--- src/hw/rtl/mcr_pkg.sv ---
// Shared types and constants for the midpoint circle rasteriser.
package mcr_pkg;

  localparam int PIX_BITS = 15;
  localparam int IDX_BITS = 3;

  localparam logic OP_START = 1'b0;
  localparam logic OP_STEP  = 1'b1;

  localparam logic [IDX_BITS-1:0] IDX_LAST = 3'd7;

  typedef struct packed {
    logic                load_start;
    logic                sq_x;
    logic                sq_y;
    logic                root_step;
    logic                commit;
    logic                emit_pixel;
    logic                emit_done;
    logic                step_update;
    logic [IDX_BITS-1:0] idx;
  } cmd_t;

  typedef struct packed {
    logic active;
    logic finished;
    logic root_last;
  } status_t;

endpackage

--- src/hw/rtl/mcr_ctrl.sv ---
// Sequencing state machine and output valid for the circle rasteriser.
module mcr_ctrl (
  input  logic             clk,
  input  logic             rst,
  input  logic             in_valid,
  input  logic             opcode,
  output logic             in_stall,
  output logic             out_valid,
  input  logic             out_stall,
  input  mcr_pkg::status_t status,
  output mcr_pkg::cmd_t    cmd
);
  import mcr_pkg::*;

  localparam logic [2:0] S_IDLE = 3'd0;
  localparam logic [2:0] S_SQX  = 3'd1;
  localparam logic [2:0] S_SQY  = 3'd2;
  localparam logic [2:0] S_ROOT = 3'd3;
  localparam logic [2:0] S_FIN  = 3'd4;
  localparam logic [2:0] S_EMIT = 3'd5;
  localparam logic [2:0] S_DONE = 3'd6;

  logic [2:0]          state, state_next;
  logic [IDX_BITS-1:0] idx, idx_next;
  logic                slot_free;
  logic                in_accept;

  assign in_stall  = (state != S_IDLE);
  assign in_accept = in_valid && !in_stall;
  assign slot_free = !out_valid || !out_stall;

  always_comb begin
    state_next = state;
    idx_next   = idx;
    cmd        = '0;
    cmd.idx    = idx;
    case (state)
      S_IDLE: begin
        if (in_accept) begin
          if (opcode == OP_START) begin
            cmd.load_start = 1'b1;
            state_next     = S_SQX;
          end else if (status.active && !status.finished) begin
            idx_next   = '0;
            state_next = S_EMIT;
          end else begin
            state_next = S_DONE;
          end
        end
      end
      S_SQX: begin
        cmd.sq_x   = 1'b1;
        state_next = S_SQY;
      end
      S_SQY: begin
        cmd.sq_y   = 1'b1;
        state_next = S_ROOT;
      end
      S_ROOT: begin
        cmd.root_step = 1'b1;
        if (status.root_last) state_next = S_FIN;
      end
      S_FIN: begin
        cmd.commit = 1'b1;
        state_next = S_IDLE;
      end
      S_EMIT: begin
        if (slot_free) begin
          cmd.emit_pixel = 1'b1;
          if (idx == IDX_LAST) begin
            cmd.step_update = 1'b1;
            state_next      = S_IDLE;
          end else begin
            idx_next = idx + 1'b1;
          end
        end
      end
      S_DONE: begin
        if (slot_free) begin
          cmd.emit_done = 1'b1;
          state_next    = S_IDLE;
        end
      end
      default: state_next = S_IDLE;
    endcase
  end

  always_ff @(posedge clk) begin
    if (rst) begin
      state     <= S_IDLE;
      idx       <= '0;
      out_valid <= 1'b0;
    end else begin
      state <= state_next;
      idx   <= idx_next;
      if (cmd.emit_pixel || cmd.emit_done) out_valid <= 1'b1;
      else if (!out_stall)                 out_valid <= 1'b0;
    end
  end

  a_start_seq: assert property (@(posedge clk) disable iff (rst)
    in_accept && opcode == OP_START |=> state == S_SQX)
    else $error("start beat did not enter the squaring sequence");

  a_root_end: assert property (@(posedge clk) disable iff (rst)
    state == S_ROOT && status.root_last |=> state == S_FIN)
    else $error("root recurrence did not finish");

  a_emit_active: assert property (@(posedge clk) disable iff (rst)
    state == S_EMIT |-> status.active && !status.finished)
    else $error("pixel emission without a circle in progress");

  a_last_idle: assert property (@(posedge clk) disable iff (rst)
    cmd.step_update |=> state == S_IDLE && out_valid)
    else $error("last pixel of a step not followed by idle");

endmodule

--- src/hw/rtl/mcr_datapath.sv ---
// Circle state, radius root recurrence, decision update and output register.
module mcr_datapath #(
  parameter int COORD_BITS = 12
) (
  input  logic                               clk,
  input  logic                               rst,
  input  mcr_pkg::cmd_t                      cmd,
  output mcr_pkg::status_t                   status,
  input  logic [COORD_BITS-1:0]              center_x,
  input  logic [COORD_BITS-1:0]              center_y,
  input  logic [COORD_BITS-1:0]              edge_x,
  input  logic [COORD_BITS-1:0]              edge_y,
  output logic signed [mcr_pkg::PIX_BITS-1:0] pixel_x,
  output logic signed [mcr_pkg::PIX_BITS-1:0] pixel_y,
  output logic [mcr_pkg::IDX_BITS-1:0]       octant_index,
  output logic                               last_of_step,
  output logic                               done_res
);
  import mcr_pkg::*;

  localparam int SB  = COORD_BITS + 1;
  localparam int DB  = COORD_BITS + 5;
  localparam int NW  = 2 * COORD_BITS + 1;
  localparam int WW  = (SB > PIX_BITS) ? SB : PIX_BITS;
  localparam int CNT = $clog2(SB);

  logic [COORD_BITS-1:0] cx, cy;
  logic [SB-1:0]         x, y;
  logic [DB-1:0]         p;
  logic                  active;

  logic [COORD_BITS-1:0] mag_x, mag_y;
  logic [NW-1:0]         sq, op, res, one;
  logic [CNT-1:0]        cnt;

  // full-width squares of the magnitudes
  logic [2*COORD_BITS-1:0] sq_xx, sq_yy;
  assign sq_xx = mag_x * mag_x;
  assign sq_yy = mag_y * mag_y;

  // centre-to-edge differences, with a sign bit
  logic [COORD_BITS:0] dx, dy;
  assign dx = {1'b0, edge_x} - {1'b0, center_x};
  assign dy = {1'b0, edge_y} - {1'b0, center_y};

  logic [NW-1:0] trial;
  assign trial = res + one;

  assign status.active    = active;
  assign status.finished  = (x > y);
  assign status.root_last = (cnt == CNT'(SB - 1));

  // decision update
  logic [DB-1:0] xe, ye, dxy, p_next;
  assign xe  = DB'(x);
  assign ye  = DB'(y);
  assign dxy = xe - ye;
  assign p_next = p[DB-1] ? (p + (xe << 2) + DB'(6))
                          : (p + (dxy << 2) + DB'(10));

  // mirrored pixel select
  logic          use_swap, neg_x, neg_y;
  logic [WW-1:0] ax, ay, cxe, cye, sx, sy;
  always_comb begin
    use_swap = (cmd.idx == 3'd1) || (cmd.idx == 3'd2) ||
               (cmd.idx == 3'd5) || (cmd.idx == 3'd6);
    neg_x    = cmd.idx[2];
    neg_y    = (cmd.idx == 3'd2) || (cmd.idx == 3'd3) ||
               (cmd.idx == 3'd4) || (cmd.idx == 3'd5);
    ax  = use_swap ? WW'(y) : WW'(x);
    ay  = use_swap ? WW'(x) : WW'(y);
    cxe = WW'(cx);
    cye = WW'(cy);
    sx  = neg_x ? (cxe - ax) : (cxe + ax);
    sy  = neg_y ? (cye - ay) : (cye + ay);
  end

  always_ff @(posedge clk) begin
    if (rst) begin
      active <= 1'b0;
    end else if (cmd.commit) begin
      active <= 1'b1;
    end else if (cmd.emit_done) begin
      active <= 1'b0;
    end
  end

  always_ff @(posedge clk) begin
    if (cmd.load_start) begin
      cx    <= center_x;
      cy    <= center_y;
      mag_x <= dx[COORD_BITS] ? COORD_BITS'(-dx) : dx[COORD_BITS-1:0];
      mag_y <= dy[COORD_BITS] ? COORD_BITS'(-dy) : dy[COORD_BITS-1:0];
    end
    if (cmd.sq_x) sq <= NW'(sq_xx);
    if (cmd.sq_y) begin
      op  <= sq + NW'(sq_yy);
      res <= '0;
      one <= NW'(1) << (NW - 1);
      cnt <= '0;
    end
    // one root bit per cycle
    if (cmd.root_step) begin
      if (op >= trial) begin
        op  <= op - trial;
        res <= (res >> 1) + one;
      end else begin
        res <= res >> 1;
      end
      one <= one >> 2;
      cnt <= cnt + 1'b1;
    end
    if (cmd.commit) begin
      x <= '0;
      y <= res[SB-1:0];
      p <= DB'(3) - (DB'(res[SB-1:0]) << 1);
    end
    if (cmd.step_update) begin
      p <= p_next;
      x <= x + 1'b1;
      if (!p[DB-1] && y != '0) y <= y - 1'b1;
    end
    if (cmd.emit_pixel) begin
      pixel_x      <= sx[PIX_BITS-1:0];
      pixel_y      <= sy[PIX_BITS-1:0];
      octant_index <= cmd.idx;
      last_of_step <= (cmd.idx == IDX_LAST);
      done_res     <= 1'b0;
    end else if (cmd.emit_done) begin
      pixel_x      <= '0;
      pixel_y      <= '0;
      octant_index <= '0;
      last_of_step <= 1'b1;
      done_res     <= 1'b1;
    end
  end

endmodule

--- src/hw/rtl/midpoint_circle_rasterizer.sv ---
// Top level of the midpoint circle rasteriser: controller plus datapath.
//
// Input channel (in_valid/in_stall) carries opcode and four coordinates.
// A start beat (opcode 0) latches the centre and derives the radius as the
// floor square root of the squared centre-to-edge distance; it yields no
// output and keeps the block busy through the squaring of x and of y,
// the bit-per-cycle root recurrence and a commit.
// A step beat (opcode 1) yields the eight mirrored pixels of the current
// octant point, one per cycle while the receiver does not stall, the
// eighth flagged last_of_step; acceptance is registered in the state
// register before emission, each pixel is registered at the output, and
// no new beat is taken until the eighth pixel is emitted. A step once the
// circle is complete, or with no circle started, yields one beat with done_res set.
// Output channel (out_valid/out_stall) sits behind a single output
// register; a stall holds that beat and pauses emission, while the input
// side may still take the next beat once the block is between items.
// Synchronous reset (rst) clears the controller, empties the output and
// leaves no circle in progress.
module midpoint_circle_rasterizer #(
  parameter int COORD_BITS = 12
) (
  input  logic                                clk,
  input  logic                                rst,
  input  logic                                in_valid,
  output logic                                in_stall,
  input  logic                                opcode,
  input  logic [COORD_BITS-1:0]               center_x,
  input  logic [COORD_BITS-1:0]               center_y,
  input  logic [COORD_BITS-1:0]               edge_x,
  input  logic [COORD_BITS-1:0]               edge_y,
  output logic                                out_valid,
  input  logic                                out_stall,
  output logic signed [mcr_pkg::PIX_BITS-1:0] pixel_x,
  output logic signed [mcr_pkg::PIX_BITS-1:0] pixel_y,
  output logic [mcr_pkg::IDX_BITS-1:0]        octant_index,
  output logic                                last_of_step,
  output logic                                done_res
);
  import mcr_pkg::*;

  cmd_t    cmd;
  status_t status;

  mcr_ctrl u_ctrl (
    .clk       (clk),
    .rst       (rst),
    .in_valid  (in_valid),
    .opcode    (opcode),
    .in_stall  (in_stall),
    .out_valid (out_valid),
    .out_stall (out_stall),
    .status    (status),
    .cmd       (cmd)
  );

  mcr_datapath #(
    .COORD_BITS (COORD_BITS)
  ) u_datapath (
    .clk          (clk),
    .rst          (rst),
    .cmd          (cmd),
    .status       (status),
    .center_x     (center_x),
    .center_y     (center_y),
    .edge_x       (edge_x),
    .edge_y       (edge_y),
    .pixel_x      (pixel_x),
    .pixel_y      (pixel_y),
    .octant_index (octant_index),
    .last_of_step (last_of_step),
    .done_res     (done_res)
  );

endmodule

--- config.mk ---
export PLATFORM = sky130hd
export DESIGN_NAME = midpoint_circle_rasterizer
export DESIGN_NICKNAME = d
export VERILOG_FILES = /design/src/hw/rtl/mcr_pkg.sv /design/src/hw/rtl/mcr_ctrl.sv /design/src/hw/rtl/mcr_datapath.sv /design/src/hw/rtl/midpoint_circle_rasterizer.sv
export SDC_FILE = /design/constraint.sdc
export NUM_CORES = 1
export LEC_CHECK = 0
export ABC_CLOCK_PERIOD_IN_PS = 17440
export BUFFER_PORTS_ARGS = -buffer_cell sky130_fd_sc_hd__buf_2
export CAP_MARGIN = 20
export CELL_PAD_IN_SITES_DETAIL_PLACEMENT = 1
export CELL_PAD_IN_SITES_GLOBAL_PLACEMENT = 1
export CORE_MARGIN = 10
export CORE_UTILIZATION = 40
export CTS_CLUSTER_DIAMETER = 150
export DETAILED_ROUTE_END_ITERATION = 8
export PLACE_DENSITY = 0.64
export SLEW_MARGIN = 20
export SYNTH_ARGS = -nofsm -noshare
export SYNTH_HDL_FRONTEND = slang
export SYNTH_SLANG_ARGS = --single-unit
--- constraint.sdc ---
create_clock -name clk -period 17.44 [get_ports clk]
set_clock_uncertainty 0.1 [all_clocks]
set_input_delay 3.488 -clock clk [delete_from_list [all_inputs] [get_ports clk]]
set_output_delay 3.488 -clock clk [all_outputs]
set_load 0.02 [all_outputs]
-- Word level (Yosys, flattened, before mapping)
Index checks and enable logic that the tools add are counted.
- add/sub/neg operators: 22
- multipliers: 2
- magnitude comparators: 2
- equality and inequality tests: 23
- muxes and demuxes: 62
- reductions and logical operators: 26
- operators with widths (kind ; number):
    $mux 25 ; 6
    $mux 13 ; 7
    $mux 15 ; 5
    $mux 17 ; 3
    $mul 12x12->24 ; 2
    $mux 23 ; 2
    $mux 3 ; 13
    $add 12x15->15 ; 2
    $sub 12x15->15 ; 2
    $sub 12x12->13 ; 2
    $add 24x24->25 ; 1
    $add 24x25->25 ; 1
    $add 25x25->25 ; 1
    $ge 25x25->1 ; 1
    $sub 25x25->25 ; 1
    $mux 12 ; 2
    $neg 12->12 ; 2
    $eq 3x3->1 const B ; 7
    $mux 1 ; 19
    $pmux 3 s6 ; 1
    $add 17x15->17 ; 1
    $add 17x17->17 ; 1
    $add 17x3->17 const B ; 1
    $add 17x4->17 const B ; 1
    other kinds (24) ; 53
- register bits after elaboration: 225
- input bits: 53
- output and inout port bits: 37
- logic and storage cells: 159

-- Logic depth before layout (Yosys ltp)
- depth after elaboration: 8
- mapped depth: 24

-- By module
From an unflattened synthesis, not the netlist that was laid out.
- cells, all modules: 2857
- area total of the unflattened synthesis: 25947.4 um^2
- modules (own cells, without submodules) (module ; instances ; cells each ; area an instance (um^2)):
    mcr_datapath ; 1 ; 2792 ; 25450.7
    mcr_ctrl ; 1 ; 65 ; 496.7

-- Worst setup path after synthesis
Ideal clock, no wire load.
- path type: input port to flip-flop
- start point: input port edge_y[0]
- end point: register u_datapath.mag_y[4], data pin
- arrival time: 5.844 ns
- data required time: 17.076 ns
- path slack: 11.232 ns
- cell stages on the path: 15
- cell sequence: inv_1 -> ha_1 -> inv_1 -> fa_1 -> a21o_1 -> a21oi_1 -> o21bai_1 -> a21oi_1 -> o21ai_0 -> a21o_1 -> a211oi_1 -> o21bai_1 -> clkbuf_1 -> a31oi_1 -> xor2_1
- cells in the longest elaborated chain, start to end: 3
- RTL lines (element ; line ; RTL):
    from (decl) ; midpoint_circle_rasterizer.sv:30 ; input logic [COORD_BITS-1:0] edge_y,
    $sub 12x12->13 * ; mcr_datapath.sv:44 ; assign dy = {1'b0, edge_y} - {1'b0, center_y};
    $neg 12->12 ; mcr_datapath.sv:93 ; mag_y <= dy[COORD_BITS] ? COORD_BITS'(-dy) : dy[COORD_BITS-1:0];
    $mux 12 * ; mcr_datapath.sv:93 ;
    to (signal assigned) ; mcr_datapath.sv:93 ;
    to (decl) ; mcr_datapath.sv:32 ; logic [COORD_BITS-1:0] mag_x, mag_y;
Mark *: on every way between the ends. The rest lies on a longest branch, timed or not.
A chain may end at the register's enable or synchronous reset.

-- Final worst setup path
- start point: register u_datapath.mag_y[1]
- end point: register u_datapath.op[21]
- cells in the longest elaborated chain, start to end: 5
- RTL lines (element ; line ; RTL):
    $mul 12x12->24 * ; mcr_datapath.sv:39 ; assign sq_yy = mag_y * mag_y;
    $add 24x24->25 * ; mcr_datapath.sv:97 ; op <= sq + NW'(sq_yy);
    $mux 25 * ; mcr_datapath.sv:96 ; if (cmd.sq_y) begin
    $mux 25 ; mcr_datapath.sv:104 ; if (op >= trial) begin
    $mux 25 * ; mcr_datapath.sv:103 ; if (cmd.root_step) begin
    to (signal assigned) ; mcr_datapath.sv:97 ;
    to (signal assigned) ; mcr_datapath.sv:105 ; op <= op - trial;
    to (decl) ; mcr_datapath.sv:33 ; logic [NW-1:0] sq, op, res, one;
Marked as above.

==> results by group <==
Outcome
  • Status: finished clean

Clock network
  • Root Buffer: clkbuf_16
  • Bufs on Longest Clock Path: 3
  • CTS tree: built
  • CTS sink count: 223
  • Cts repair resizes: 0
  • CTS Buf Count: 29
  • Post-CTS Setup Inserts: 0
  • H-Tree Depth: 1
  • Post-cts hold buffer count: 0
  • Clk_lat worst skew: between 500 and 600 ps
  • Clock transition at path regs: roughly 60 ps

Route
  • DR vias: roughly 20000
  • DRC violations left: 0
  • DRT Wirelength: 72300 um
  • Wire length per cell: between 15 and 20 um
  • Routed Antenna Nets: 0
  • DRT Pass-1 Iters: 5
  • Via density: 5.28
  • Iter 0 DRT Violations: between 1000 and 1500

Timing
  • Fin crit period: 6450 ps
  • Slew headroom: 0.321
  • Final worst-path cycle share: 0.370
  • Final Setup Violations: 0
  • Worst-Margin Slew: slightly above 1000 ps
  • Final Hold Fails: 0
  • Setup_tns: 0 ps
  • Final Slew Violations: 0
  • RSZ-0062 raised after global routing: no
  • Max Clk Rate: between 150 and 200 MHz

Logic synthesis
  • Seq cells post-synth: approximately 220
  • Top FF cell, synth: edfxtp_1
  • Syn_area_per_cell: about 9 sq um
  • Yosys warning total: 0
  • Post-Syn Area: approximately 26000 sq um
  • Synthesized Nets: ~3400
  • Register area share after synthesis: 0.241
  • Share of flip-flops with an asynchronous set or reset: 0
  • Post-synth cell types: 80
  • Synthesized instance count: approximately 2900
  • Post-synth EDFFs: approximately 180

Worst setup path
  • Worst setup SP type: flop
  • Crit path largest cell delay: 600 ps
  • WP data arrival: 6770 ps
  • CP Class: flop to flop
  • Critical Path RT: 17760 ps
  • Crit path capture type: flop
  • Worst-path fanout max: 12
  • Cell repeated most along the worst path: inv_1
  • Worst-path cell chain: and2_1 > inv_1 > fa_1 > inv_1 > fa_1 > inv_1 > fa_1 > inv_1 > fa_1 > inv_1 > fa_1 > inv_1 > ha_1 > a21o_1 > or4_1 > nor3_1 > o21ai_0 > a41oi_1 > o21a_1 > xnor2_1 > nor2_1 > a211oi_1 > a21oi_1
  • Slowest cell on crit path: edfxtp_1

Global routing
  • GRT Util Overall: 0.193
  • Number of global-route vias before repair: between 20000 and 25000
  • Initial antenna violation count: 3
  • Total global routing overflow: 0
  • Global-route wire length before repair: about 120000 um
  • Pin count of the biggest net entering global routing: 59

Cells and area
  • Fin nets: approximately 3500
  • Filler cells: 7367
  • Share of layout cells above drive strength 1: 0.0667
  • Synth-to-Final Area Change: 8.71%
  • Area of the multi-input gates: roughly 18000 sq um
  • Most frequent cells in the layout: 442 x inv_1, 326 x ha_1, 233 x nor2_1, 203 x nand2_1, 189 x fa_1
  • Most common cell after layout, fill and taps aside: inv_1
  • Reg area: 6220 sq um

Placed design
  • Detailed placement HPWL: between 50000 and 60000 um
  • Port bufs: 89
  • Placer congestion estimate: around 0.86

Floorplan
  • CORE AREA: about 63000 sq um
  • FP Rows: a little over 90
  • # IOs: 90
  • Die Wd: around 270 um
  • Starting Density: 0.406
  • Die Area: about 75000 sq um
  • Die height: around 270 um

Flow run
  • Max_cap viols: 0

Hold path
  • Hold WC Path Type: flop to flop
==> cell usage after synthesis (29+ instances only) <==
cell,count,area [sq um]
a21o_1,46,345
a211oi_1,52,390
nand2_1,203,762
nand3_1,41,205
fa_1,189,3780
nor2_1,236,886
a21oi_1,177,886
and2_1,85,532
o21ai_0,115,576
edfxtp_1,175,5260
a31oi_1,36,225
xnor2_1,118,1030
dfxtp_1,48,961
clkbuf_1,74,278
o21bai_1,32,240
xor2_1,112,981
ha_1,326,4080
nor2b_1,39,244
inv_1,442,1660
and3_1,29,181
nor3_1,45,225
==> registers in the layout (all words and copies together), names as in the netlist, 15 cells and up <==
name                flops
u_datapath.op          25
u_datapath.p           16
u_datapath.pixel_x     15
u_datapath.pixel_y     15
u_datapath.res         25
u_datapath.sq          23
==> routing by layer <==
| layer | global-route usage | up-vias | routed length [um] |
|---|---|---|---|
| li1 | - | 9764 | - |
| met1 | 0.271 | 9864 | 35600 |
| met2 | 0.314 | 288 | 32600 |
| met3 | 0.0244 | 82 | 2820 |
| met4 | 0.0362 | 4 | 1300 |
| met5 | 0 | - | 32 |
==> metrics by stage <==
| step | instances | hold WS [ps] | worst slack (ps) | util | cell area (sq um) |
|---|---|---|---|---|---|
| 4_1_cts | 3783 | 383 | 10900 | 0.441 | 28000 |
| 5_1_grt | 3783 | 423 | 10520 | 0.441 | 28000 |
| 3_5_place_dp | 3730 | 371 | 10780 | 0.426 | 27000 |
| 3_3_place_gp | 3730 | 366 | 10810 | 0.426 | 27000 |
| 6_report | 3785 | 391 | 10990 | 0.441 | 28000 |
| 2_1_floorplan | 2872 | 350 | 11230 | - | 25700 |
==> final timing paths <==
check,start,end,slack [ps],depth (start not counted)
max,u_datapath.mag_y[1]$_DFFE_PP_,u_datapath.op[21]$_DFF_P_,10990,23
min reg2reg,u_datapath.active$_SDFFE_PP0P_,u_datapath.active$_SDFFE_PP0P_,390,2
max reg2reg,u_datapath.mag_y[1]$_DFFE_PP_,u_datapath.op[21]$_DFF_P_,10990,23
min,u_datapath.active$_SDFFE_PP0P_,u_datapath.active$_SDFFE_PP0P_,390,2
==> area by class of cell <==
type                       count  area share
inverter                     443      0.0594
timing repair buffer         102      0.0194
multi-input combinational   2116       0.626
clock inverter                 9     0.00344
clock buffer                  44      0.0320
antenna                        2    0.000179
sequential                   223       0.222
tap                          846      0.0378
==> cell families after synthesis <==
family	Yosys count	synth area share
AOI/OAI and AO/OA	581	0.144
xor gates and xnor gates	230	0.0782
DFF	223	0.241
muxes	25	0.0104
adders and majority gates	515	0.305
buffers and inverters	533	0.0794
and+or+nand+nor	764	0.141
other	1	0.000146
==> critical path: cells and delay by family, from the launching register on <==
| family | cells | cell delay, ps |
|---|---|---|
| AO/OA/AOI/OAI | 6 | 1230 |
| XOR/XNOR | 1 | 130 |
| adder cells (fa/ha/maj) | 6 | 2990 |
| buffers and inverters | 6 | 320 |
| flip-flops | 1 | 600 |
| AND/OR/NAND/NOR | 4 | 930 |
Power is not shown: default switching activity piles up to over one toggle a cycle in this logic, so the estimate is an artifact.
